## src/design/fir_filter_stream_top_assert.svh

```systemverilog
// assertion macros for the fir filter stream top level
`ifndef FIR_FILTER_STREAM_TOP_ASSERT_SVH
`define FIR_FILTER_STREAM_TOP_ASSERT_SVH

// condition must hold in the same cycle as the trigger
`define FIR_FS_ASSERT_SAME(label, ante, cons, msg) \
	label: assert property (@(posedge clk) disable iff (!arst_n) (ante) |-> (cons)) \
		else $error(msg);

// condition must hold in the cycle after the trigger
`define FIR_FS_ASSERT_NEXT(label, ante, cons, msg) \
	label: assert property (@(posedge clk) disable iff (!arst_n) (ante) |=> (cons)) \
		else $error(msg);

`endif

```

## src/design/fir_fs_pkg.sv

```systemverilog
// shared constants and types for the fir filter stream
package fir_fs_pkg;

	localparam int MAX_TAPS    = 64;
	localparam int SAMPLE_BITS = 16;
	localparam int COEF_BITS   = 16;
	localparam int ORDER_BITS  = 6;
	localparam int INDEX_BITS  = 6;

	localparam int TAP_AW = $clog2(MAX_TAPS);
	localparam int FILL_W = $clog2(MAX_TAPS + 1);

	// radix-16 serial multiplier over the sample
	localparam int DIGIT_BITS = 4;
	localparam int DIGITS     = (SAMPLE_BITS + DIGIT_BITS - 1) / DIGIT_BITS;
	localparam int SX         = DIGITS * DIGIT_BITS;
	localparam int DIG_W      = $clog2(DIGITS);
	localparam int PART_W     = COEF_BITS + DIGIT_BITS + 1;

	localparam int PROD_W    = SAMPLE_BITS + COEF_BITS;
	localparam int ACC_W     = PROD_W + TAP_AW;
	localparam int FRAC_BITS = COEF_BITS - 1;
	localparam int RND_W     = ACC_W - FRAC_BITS;
	localparam int HALF      = 1 << (FRAC_BITS - 1);

	typedef logic signed [SAMPLE_BITS-1:0] sample_t;
	typedef logic signed [COEF_BITS-1:0]   coef_t;

	localparam sample_t SAMPLE_MAX = {1'b0, {(SAMPLE_BITS-1){1'b1}}};
	localparam sample_t SAMPLE_MIN = {1'b1, {(SAMPLE_BITS-1){1'b0}}};

	typedef struct packed {
		logic load;
		logic step;
	} mul_ctrl_t;

	typedef struct packed {
		logic clear;
		logic add;
		logic round;
	} acc_ctrl_t;

endpackage

```

## src/design/fir_fs_if.sv

```systemverilog
// stream channel interfaces for the fir filter
interface fir_fs_in_if;
	logic                                 valid;
	logic                                 ready;
	logic                                 kind;
	fir_fs_pkg::sample_t                  sample_in;
	logic [fir_fs_pkg::INDEX_BITS-1:0]    tap_index;
	fir_fs_pkg::coef_t                    tap_value;

	modport source (output valid, kind, sample_in, tap_index, tap_value, input ready);
	modport sink (input valid, kind, sample_in, tap_index, tap_value, output ready);
endinterface

interface fir_fs_out_if;
	logic                valid;
	logic                ready;
	fir_fs_pkg::sample_t sample_out;

	modport source (output valid, sample_out, input ready);
	modport sink (input valid, sample_out, output ready);
endinterface

```

## src/design/fir_fs_ram.sv

```systemverilog
// generic single write port ram with registered read
module fir_fs_ram #(
	parameter int WIDTH = 16,
	parameter int DEPTH = 64
) (
	input  logic                     clk,
	input  logic                     we,
	input  logic [$clog2(DEPTH)-1:0] waddr,
	input  logic [WIDTH-1:0]         wdata,
	input  logic [$clog2(DEPTH)-1:0] raddr,
	output logic [WIDTH-1:0]         rdata
);

	logic [WIDTH-1:0] mem_q [DEPTH];
	logic [WIDTH-1:0] rdata_q;

	always_ff @(posedge clk) begin
		if (we) begin
			mem_q[waddr] <= wdata;
		end
		rdata_q <= mem_q[raddr];
	end

	assign rdata = rdata_q;

endmodule

```

## src/design/fir_fs_mul.sv

```systemverilog
// digit-serial signed multiplier, one radix-16 digit of the sample per cycle while step is high
module fir_fs_mul (
	input  logic                              clk,
	input  logic                              arst_n,
	input  fir_fs_pkg::mul_ctrl_t             ctrl,
	input  fir_fs_pkg::coef_t                 coef,
	input  fir_fs_pkg::sample_t               sample,
	output logic                              last_digit,
	output logic signed [fir_fs_pkg::PROD_W-1:0] product
);

	fir_fs_pkg::coef_t                          coef_q;
	logic [fir_fs_pkg::SX-1:0]                  sh_q;
	logic signed [fir_fs_pkg::PART_W-1:0]       hi_q;
	logic [fir_fs_pkg::SX-1:0]                  lo_q;
	logic [fir_fs_pkg::DIG_W-1:0]               dig_q;

	logic [fir_fs_pkg::DIGIT_BITS-1:0]          digit;
	logic signed [fir_fs_pkg::DIGIT_BITS:0]     digit_ext;
	logic signed [fir_fs_pkg::PART_W-1:0]       part;
	logic signed [fir_fs_pkg::PART_W-1:0]       sum;
	logic [fir_fs_pkg::PART_W+fir_fs_pkg::SX-1:0] full;

	assign last_digit = (dig_q == fir_fs_pkg::DIG_W'(fir_fs_pkg::DIGITS - 1));

	// lower digits are unsigned, the top digit carries the sign
	always_comb begin
		digit     = sh_q[fir_fs_pkg::DIGIT_BITS-1:0];
		digit_ext = {last_digit ? digit[fir_fs_pkg::DIGIT_BITS-1] : 1'b0, digit};
		part      = fir_fs_pkg::PART_W'(coef_q) * fir_fs_pkg::PART_W'(digit_ext);
		sum       = hi_q + part;
		full      = {hi_q, lo_q};
	end

	assign product = full[fir_fs_pkg::PROD_W-1:0];

	always_ff @(posedge clk or negedge arst_n) begin
		if (!arst_n) begin
			dig_q <= '0;
		end else if (ctrl.load) begin
			dig_q <= '0;
		end else if (ctrl.step) begin
			dig_q <= dig_q + 1'b1;
		end
	end

	always_ff @(posedge clk) begin
		if (ctrl.load) begin
			coef_q <= coef;
			sh_q   <= fir_fs_pkg::SX'(sample);
			hi_q   <= '0;
		end else if (ctrl.step) begin
			hi_q <= sum >>> fir_fs_pkg::DIGIT_BITS;
			lo_q <= {sum[fir_fs_pkg::DIGIT_BITS-1:0], lo_q[fir_fs_pkg::SX-1:fir_fs_pkg::DIGIT_BITS]};
			sh_q <= sh_q >> fir_fs_pkg::DIGIT_BITS;
		end
	end

endmodule

```

## src/design/fir_fs_acc.sv

```systemverilog
// tap accumulator with round to nearest and saturation
module fir_fs_acc (
	input  logic                                 clk,
	input  fir_fs_pkg::acc_ctrl_t                ctrl,
	input  logic signed [fir_fs_pkg::PROD_W-1:0] product,
	output fir_fs_pkg::sample_t                  result
);

	localparam logic signed [fir_fs_pkg::RND_W-1:0] RND_MAX =
		fir_fs_pkg::RND_W'(fir_fs_pkg::SAMPLE_MAX);
	localparam logic signed [fir_fs_pkg::RND_W-1:0] RND_MIN =
		fir_fs_pkg::RND_W'(fir_fs_pkg::SAMPLE_MIN);

	logic signed [fir_fs_pkg::ACC_W-1:0] acc_q;
	logic signed [fir_fs_pkg::RND_W-1:0] rnd_q;
	logic signed [fir_fs_pkg::ACC_W-1:0] biased;

	assign biased = acc_q + fir_fs_pkg::ACC_W'(fir_fs_pkg::HALF);

	always_ff @(posedge clk) begin
		if (ctrl.clear) begin
			acc_q <= '0;
		end else if (ctrl.add) begin
			acc_q <= acc_q + fir_fs_pkg::ACC_W'(product);
		end
		// dropping the fraction bits floors toward minus infinity
		if (ctrl.round) begin
			rnd_q <= biased[fir_fs_pkg::ACC_W-1:fir_fs_pkg::FRAC_BITS];
		end
	end

	always_comb begin
		if (rnd_q > RND_MAX) begin
			result = fir_fs_pkg::SAMPLE_MAX;
		end else if (rnd_q < RND_MIN) begin
			result = fir_fs_pkg::SAMPLE_MIN;
		end else begin
			result = rnd_q[fir_fs_pkg::SAMPLE_BITS-1:0];
		end
	end

endmodule

```

## src/design/fir_filter_stream_top.sv

```systemverilog
// fir filter stream top level: control sequencer, delay line and coefficient stores
//
//  channel   dir   handshake       payload
//  in_ch     in    valid / ready   kind, sample_in, tap_index, tap_value
//  out_ch    out   valid / ready   sample_out
//  cfg       in    cfg_we          cfg_wdata (filter order)
//
// a sample sums J+1 taps, J = min(order, MAX_TAPS-1):
// each tap takes one load, four multiplier digit steps and one accumulate
// a coefficient write leaves the sequencer idle; the input is ready only between samples
// reset clears the delay line fill count and coefficient valid bits, no clearing pass
// a stalled result waits in the output register; the sequencer holds until it is free
module fir_filter_stream_top (
	input  logic                              clk,
	input  logic                              arst_n,
	fir_fs_in_if.sink                         in_ch,
	fir_fs_out_if.source                      out_ch,
	input  logic                              cfg_we,
	input  logic [fir_fs_pkg::ORDER_BITS-1:0] cfg_wdata
);

	typedef enum logic [2:0] {
		ST_IDLE,
		ST_WAIT,
		ST_LOAD,
		ST_MUL,
		ST_ACC,
		ST_ROUND,
		ST_DONE
	} state_t;

	state_t                             state_q;
	logic [fir_fs_pkg::ORDER_BITS-1:0]  order_q;
	logic [fir_fs_pkg::TAP_AW-1:0]      head_q;
	logic [fir_fs_pkg::FILL_W-1:0]      fill_q;
	logic [fir_fs_pkg::TAP_AW-1:0]      tap_q;
	logic [fir_fs_pkg::TAP_AW-1:0]      last_q;
	logic                               final_q;
	logic                               ok_q;
	logic [fir_fs_pkg::MAX_TAPS-1:0]    coef_vld_q;
	logic                               out_valid_q;
	fir_fs_pkg::sample_t                out_data_q;

	logic                               in_acc;
	logic [31:0]                        ord_ext;
	logic [31:0]                        idx_ext;
	logic                               idx_ok;
	logic [fir_fs_pkg::TAP_AW-1:0]      last_lim;
	logic [fir_fs_pkg::TAP_AW-1:0]      coef_waddr;
	logic [fir_fs_pkg::TAP_AW-1:0]      dly_waddr;
	logic [fir_fs_pkg::TAP_AW-1:0]      dly_raddr;
	logic                               dly_we;
	logic                               coef_we;
	fir_fs_pkg::sample_t                dly_rd;
	fir_fs_pkg::coef_t                  coef_rd;
	fir_fs_pkg::sample_t                mul_sample;
	fir_fs_pkg::coef_t                  mul_coef;
	fir_fs_pkg::mul_ctrl_t              mul_ctrl;
	fir_fs_pkg::acc_ctrl_t              acc_ctrl;
	logic                               mul_last;
	logic signed [fir_fs_pkg::PROD_W-1:0] product;
	fir_fs_pkg::sample_t                acc_result;

	assign in_ch.ready       = (state_q == ST_IDLE);
	assign in_acc            = in_ch.valid && in_ch.ready;
	assign out_ch.valid      = out_valid_q;
	assign out_ch.sample_out = out_data_q;

	always_comb begin
		ord_ext    = 32'(order_q);
		idx_ext    = 32'(in_ch.tap_index);
		idx_ok     = idx_ext < 32'(fir_fs_pkg::MAX_TAPS);
		coef_waddr = idx_ext[fir_fs_pkg::TAP_AW-1:0];
		if (ord_ext > 32'(fir_fs_pkg::MAX_TAPS - 1)) begin
			last_lim = fir_fs_pkg::TAP_AW'(fir_fs_pkg::MAX_TAPS - 1);
		end else begin
			last_lim = ord_ext[fir_fs_pkg::TAP_AW-1:0];
		end
	end

	// circular delay line, head points at the newest sample
	assign dly_we    = in_acc && !in_ch.kind;
	assign dly_waddr = head_q + 1'b1;
	assign dly_raddr = head_q - tap_q;
	assign coef_we   = in_acc && in_ch.kind && idx_ok;

	fir_fs_ram #(
		.WIDTH (fir_fs_pkg::SAMPLE_BITS),
		.DEPTH (fir_fs_pkg::MAX_TAPS)
	) u_dly_ram (
		.clk   (clk),
		.we    (dly_we),
		.waddr (dly_waddr),
		.wdata (in_ch.sample_in),
		.raddr (dly_raddr),
		.rdata (dly_rd)
	);

	fir_fs_ram #(
		.WIDTH (fir_fs_pkg::COEF_BITS),
		.DEPTH (fir_fs_pkg::MAX_TAPS)
	) u_coef_ram (
		.clk   (clk),
		.we    (coef_we),
		.waddr (coef_waddr),
		.wdata (in_ch.tap_value),
		.raddr (tap_q),
		.rdata (coef_rd)
	);

	// unwritten coefficients and samples older than reset read as zero
	assign mul_coef   = ok_q ? coef_rd : '0;
	assign mul_sample = ok_q ? dly_rd : '0;

	always_comb begin
		mul_ctrl.load  = (state_q == ST_LOAD);
		mul_ctrl.step  = (state_q == ST_MUL);
		acc_ctrl.clear = dly_we;
		acc_ctrl.add   = (state_q == ST_ACC);
		acc_ctrl.round = (state_q == ST_ROUND);
	end

	fir_fs_mul u_mul (
		.clk        (clk),
		.arst_n     (arst_n),
		.ctrl       (mul_ctrl),
		.coef       (mul_coef),
		.sample     (mul_sample),
		.last_digit (mul_last),
		.product    (product)
	);

	fir_fs_acc u_acc (
		.clk     (clk),
		.ctrl    (acc_ctrl),
		.product (product),
		.result  (acc_result)
	);

	always_ff @(posedge clk or negedge arst_n) begin
		if (!arst_n) begin
			order_q <= '0;
		end else if (cfg_we) begin
			order_q <= cfg_wdata;
		end
	end

	always_ff @(posedge clk or negedge arst_n) begin
		if (!arst_n) begin
			state_q     <= ST_IDLE;
			head_q      <= '0;
			fill_q      <= '0;
			tap_q       <= '0;
			last_q      <= '0;
			final_q     <= 1'b0;
			ok_q        <= 1'b0;
			coef_vld_q  <= '0;
			out_valid_q <= 1'b0;
			out_data_q  <= '0;
		end else begin
			// tracks the ram read issued this cycle
			ok_q <= coef_vld_q[tap_q] && (fir_fs_pkg::FILL_W'(tap_q) < fill_q);
			// the done step handles the output register itself
			if (out_valid_q && out_ch.ready && state_q != ST_DONE) begin
				out_valid_q <= 1'b0;
			end
			case (state_q)
				ST_IDLE: begin
					if (coef_we) begin
						coef_vld_q[coef_waddr] <= 1'b1;
					end
					if (dly_we) begin
						head_q <= dly_waddr;
						tap_q  <= '0;
						last_q <= last_lim;
						if (fill_q != fir_fs_pkg::FILL_W'(fir_fs_pkg::MAX_TAPS)) begin
							fill_q <= fill_q + 1'b1;
						end
						state_q <= ST_WAIT;
					end
				end
				ST_WAIT: begin
					state_q <= ST_LOAD;
				end
				ST_LOAD: begin
					final_q <= (tap_q == last_q);
					tap_q   <= tap_q + 1'b1;
					state_q <= ST_MUL;
				end
				ST_MUL: begin
					if (mul_last) begin
						state_q <= ST_ACC;
					end
				end
				ST_ACC: begin
					state_q <= final_q ? ST_ROUND : ST_LOAD;
				end
				ST_ROUND: begin
					state_q <= ST_DONE;
				end
				ST_DONE: begin
					if (!out_valid_q || out_ch.ready) begin
						out_valid_q <= 1'b1;
						out_data_q  <= acc_result;
						state_q     <= ST_IDLE;
					end
				end
				default: begin
					state_q <= ST_IDLE;
				end
			endcase
		end
	end

`include "fir_filter_stream_top_assert.svh"

	`FIR_FS_ASSERT_NEXT(a_sample_starts, in_acc && !in_ch.kind, state_q == ST_WAIT && tap_q == '0, "sample transaction did not start the tap sweep")
	`FIR_FS_ASSERT_NEXT(a_coef_no_sweep, in_acc && in_ch.kind, state_q == ST_IDLE, "coefficient transaction left idle")
	`FIR_FS_ASSERT_SAME(a_acc_after_mul, state_q == ST_ACC, $past(state_q) == ST_MUL, "accumulate without a finished product")
	`FIR_FS_ASSERT_SAME(a_out_from_done, $rose(out_valid_q), $past(state_q) == ST_DONE, "result raised outside the done step")

endmodule
```

## src/flat_wrapper.sv

```systemverilog
// flat-port wrapper written by rule: the top's interface ports become plain ports
module fir_filter_stream_top_flat 
  (clk, arst_n, cfg_we, cfg_wdata, in_ch_valid, in_ch_kind, in_ch_sample_in, in_ch_tap_index, in_ch_tap_value, in_ch_ready, out_ch_valid, out_ch_sample_out, out_ch_ready);
  fir_fs_in_if in_ch_i ();
  fir_fs_out_if out_ch_i ();
  input  logic clk;
  input  logic arst_n;
  input  logic cfg_we;
  input  logic [fir_fs_pkg::ORDER_BITS-1:0] cfg_wdata;
  input wire logic [$bits(in_ch_i.valid)-1:0] in_ch_valid;
  input wire logic [$bits(in_ch_i.kind)-1:0] in_ch_kind;
  input wire logic [$bits(in_ch_i.sample_in)-1:0] in_ch_sample_in;
  input wire logic [$bits(in_ch_i.tap_index)-1:0] in_ch_tap_index;
  input wire logic [$bits(in_ch_i.tap_value)-1:0] in_ch_tap_value;
  output wire logic [$bits(in_ch_i.ready)-1:0] in_ch_ready;
  output wire logic [$bits(out_ch_i.valid)-1:0] out_ch_valid;
  output wire logic [$bits(out_ch_i.sample_out)-1:0] out_ch_sample_out;
  input wire logic [$bits(out_ch_i.ready)-1:0] out_ch_ready;
  assign in_ch_i.valid = in_ch_valid;
  assign in_ch_i.kind = in_ch_kind;
  assign in_ch_i.sample_in = in_ch_sample_in;
  assign in_ch_i.tap_index = in_ch_tap_index;
  assign in_ch_i.tap_value = in_ch_tap_value;
  assign in_ch_ready = in_ch_i.ready;
  assign out_ch_valid = out_ch_i.valid;
  assign out_ch_sample_out = out_ch_i.sample_out;
  assign out_ch_i.ready = out_ch_ready;
  fir_filter_stream_top u_core (.clk(clk), .arst_n(arst_n), .in_ch(in_ch_i), .out_ch(out_ch_i), .cfg_we(cfg_we), .cfg_wdata(cfg_wdata));
endmodule
```

## config.mk

```make
export PLATFORM = sky130hd
export DESIGN_NAME = fir_filter_stream_top_flat
export DESIGN_NICKNAME = d
export VERILOG_FILES = /design/src/design/fir_fs_pkg.sv /design/src/design/fir_fs_if.sv /design/src/design/fir_fs_ram.sv /design/src/design/fir_fs_mul.sv /design/src/design/fir_fs_acc.sv /design/src/design/fir_filter_stream_top.sv /design/src/flat_wrapper.sv
export VERILOG_INCLUDE_DIRS = /design/src /design/src/design
export SDC_FILE = /design/constraint.sdc
export NUM_CORES = 2
export LEC_CHECK = 0
export BUFFER_PORTS_ARGS = -buffer_cell sky130_fd_sc_hd__buf_2
export CAP_MARGIN = 15
export CORE_ASPECT_RATIO = 1.5
export CORE_MARGIN = 2
export CORE_UTILIZATION = 36
export DETAILED_ROUTE_END_ITERATION = 8
export PLACE_DENSITY_LB_ADDON = 0.1
export SLEW_MARGIN = 20
export SYNTH_ARGS = -nofsm -noshare
export SYNTH_HDL_FRONTEND = slang
export SYNTH_HIERARCHICAL = 1
export SYNTH_SLANG_ARGS = --single-unit
```

## constraint.sdc

```tcl
create_clock -name clk -period 11.6 [get_ports clk]
set_clock_uncertainty 0.05 [all_clocks]
set_input_delay 1.16 -clock clk [delete_from_list [all_inputs] [get_ports clk]]
set_output_delay 1.16 -clock clk [all_outputs]
set_load 0.05 [all_outputs]
```

==> out/qor.csv <==
stage,metric,value,unit
clock_network,cts_resized,0,
logic_synthesis,synth.most_common_cell,edfxtp_1,
logic_synthesis,synth_nets,5425,
clock_network,cts_made_buffers,233,
sta,rsz0062_at_grt,false,
worst_setup_path,reg2reg_from,u_core/u_mul/sh_q[3],
worst_setup_path,critical_path_class,register to register,
outcome,status,"complete, no violations",
worst_setup_path,cp_common_cell,fa_1,
sta,hold_viol_final,0,
placed_design,placed_cells,8714,
grt,busiest_layer,met2,
logic_synthesis,netlist_instances,5213,
grt,grt_pass1_vias,50472,
clock_network,ctsHoldBuffers,0,
grt,grt_max_degree,105,
floorplanning,core_area,265900,um^2
sta,tns,0,ns
finish,final_nets,5651,
detailed_routing,drtIter0Drc,3651,
logic_synthesis,ys_ff_latch,2325,
logic_synthesis,synthTopCellsByCount,"edfxtp_1, mux4_2, nor2_1",
sta,setup-violations-final,0,
detailed_routing,detail_route.vias_per_cell,5.240,
finish,syn2layout_area_growth,12.42,%
detailed_routing,dr.pass1.iters,5,
clock_network,cts_tree,done,
min_path,holdCritPathClass,primary input to async pin,
placed_design,gp_congestion,0.8097,
logic_synthesis,synth_edf_count,2119,
clock_network,clock-sinks,2325,
detailed_routing,drt-total-wl,257000,um
floorplanning,dieArea,271300,um^2
logic_synthesis,yosysTopAreaCell,edfxtp_1,
worst_setup_path,cp_max_fo,17,
floorplanning,num_rows,232,
worst_setup_path,required,12.27,ns
clock_network,cts_buffer_depth,4,
detailed_routing,drcViolationCount,0,
detailed_routing,routed_wire_length_per_instance,28.13,um
clock_network,cts_max_level,4,
sta,slew_violations,0,
sta,min_period_over_period,49.40,%
pwr,pwr_density_cell,280.2,nW/um^2
grt,grt_antenna_before_repair,5,
clock_network,clock_latency,0.94,ns
worst_setup_path,slowest_delay,0.66,ns
floorplanning,num_io_pins,68,
clock_network,path_clk_slew,0.07,ns
logic_synthesis,yosysTopAreaCellShare,66.19,%
worst_setup_path,worst_r2r_path_depth,14,
logic_synthesis,async_flop_share,5.118,%
detailed_routing,antenna_left,0,
pwr,p_leak,35.43,nW
logic_synthesis,yosys-top-cells-area,"edfxtp_1, mux4_2, dfrtp_1",
clock_network,cts_setup_buffers,0,
worst_setup_path,cp_cell_sequence,nand2_1 -> or2_2 -> fa_1 -> fa_1 -> fa_1 -> fa_1 -> inv_1 -> fa_1 -> a21o_2 -> a221oi_4 -> nor2_1 -> nor2_4 -> o21ai_0 -> a221o_1,
worst_setup_path,regToRegSetupSlack,5.87,ns
logic_synthesis,syn-cell-area,96130,um^2
worst_setup_path,cpMaxStageDelayCell,edfxtp_1,
grt,globalRouteMet3Util,1.957,%
logic_synthesis,synth_warnings,6,
run,maxCapViolCount,0,
finish,final_cells,9135,
logic_synthesis,avgSynthCellArea,18.44,um^2
floorplanning,die_h,636.9,um
clock_network,cts-root-buf,clkbuf_16,
sta,fmax,174.5,MHz
floorplanning,start_util,36.15,%
finish,drive_gt1_share,21.67,%
grt,grt_pass1_wl,371300,um
floorplanning,die_x,425.9,um
logic_synthesis,synth_cell_types,96,
worst_setup_path,startpoint_type,register,
pwr,vdd_drop_max,0.3979,mV
worst_setup_path,cp.arrival,6.41,ns
worst_setup_path,timing.rr.end,u_core/u_mul/hi_q[13],
grt,grt.met2_usage,35.37,%
grt,gr-usage-met1,22.71,%
grt,grt_overflow,0,
worst_setup_path,crit_path_end_kind,register,
logic_synthesis,ys.flop_type,edfxtp_1,
sta,fin_crit,5.730,ns
logic_synthesis,ys_seq_area_share,71.10,%
sta,timing_worst_slew_pin_value,1.116,ns
grt,grt_usage,18.87,%
detailed_routing,vias,47864,
sta,slew_headroom,25.62,%
placed_design,post-dp-hpwl,159600,um
placed_design,portBuffers,67,
power by group:
part           leakage [nW]  internal (mW)  switching (mW)
Sequential             21.4           9.56           0.375
Combinational          10.5           5.25            7.77
Clock                  3.55           4.13            3.21
metrics by stage:
stage	hold WS, ns	utilization, %	area [um^2]	total power, mW	setup WS [ns]
global route	0.2054	40.64	108100	31.99	5.516
floorplan	0.3834	-	96130	19.49	6.754
finish	0.2154	40.65	108100	30.29	5.870
CTS	0.1651	40.64	108000	30.85	5.839
detailed placement	0.3992	37.91	100800	23.40	5.825
global placement	0.3954	37.91	100800	23.45	5.858
per-layer routing:
layer,share of wire (%),up-vias
met5,0,-
met4,2.9,0
met3,3.0,324
met2,55,879
met1,39,25491
li1,-,21170
cells by family after synthesis:
logic type,count (synthesis),share of synthesized area [%]
adder cells (fa/ha/maj),162,2.639
AO/OA/AOI/OAI,565,4.195
AND/OR/NAND/NOR,887,4.636
buffers and inverters,416,2.474
flip-flops,2325,71.10
XOR/XNOR,92,0.8460
multiplexers,766,14.11
flip-flops by register name, indices dropped and copies added, names as in the netlist:
signal and flops:
u_core/u_acc/rnd_q 23, u_core/u_mul/lo_q 16, u_core/final_q 1, u_core/tap_q 6, u_core/last_lim 6, u_core/u_coef_ram/mem_q 1024, u_core/u_mul/hi_q 17, u_core/coef_vld_q 64
u_core/head_q 6, u_core/ok_q 1, u_core/u_mul/dig_q 2, u_core/state_q 3, u_core/out_ch.sample_out 16, u_core/u_mul/coef_q 16, u_core/u_acc/acc_q 38, u_core/u_coef_ram/rdata 16
u_core/u_dly_ram/mem_q 1024, u_core/u_mul/sh_q 16, u_core/out_ch.valid 1, u_core/last_q 6, u_core/fill_q 7, u_core/u_dly_ram/rdata 16
worst max path at each step:
stage | startpoint | endpoint | slack, ns | cells past startpoint
final | u_core/u_mul/sh_q[3] | u_core/u_mul/hi_q[13] | 5.87 | 14
after global routing | u_core/u_mul/sh_q[3] | u_core/u_mul/hi_q[13] | 5.52 | 14
after CTS | u_core/u_mul/sh_q[3] | u_core/u_mul/hi_q[13] | 5.84 | 14
after detailed placement | u_core/u_mul/sh_q[3] | u_core/u_mul/hi_q[13] | 5.83 | 14
after global placement | u_core/u_mul/sh_q[3] | u_core/u_mul/hi_q[13] | 5.86 | 14
after floorplan | u_core/u_mul/dig_q[0] | u_core/u_mul/hi_q[13] | 6.75 | 15
cells in the final DEF (no fill, tap or decap), types with 87 or more instances in the layout:
cell          n
mux4_2      452
buf_4       202
a21oi_1      98
mux2i_1     217
nand2_1     216
dfxtp_1      87
nor2_1      226
and2_1      104
inv_1       128
mux2_2       89
edfxtp_1   2119
clkbuf_16   235
ha_1         94
dfrtp_1     114
area by class of cell:
class | count | area (um^2)
Clock inverter | 118 | 1051
Clock buffer | 298 | 6197
Inverter | 132 | 508.0
Multi-Input combinational cell | 2472 | 25570
Fill cell | 23995 | 157800
Timing Repair Buffer | 275 | 1978
Sequential cell | 2325 | 68360
Antenna cell | 5 | 12.51
Tap cell | 3510 | 4392
critical path: cells and delay by family (launching register included):
family          cells  cell delay (ns)
buf+inv             1             0.07
flops               1             0.66
fa+ha+maj           5             2.50
compound gates      4             0.98
simple gates        4             1.38
Note: power is estimated with default switching activity, not from simulation.
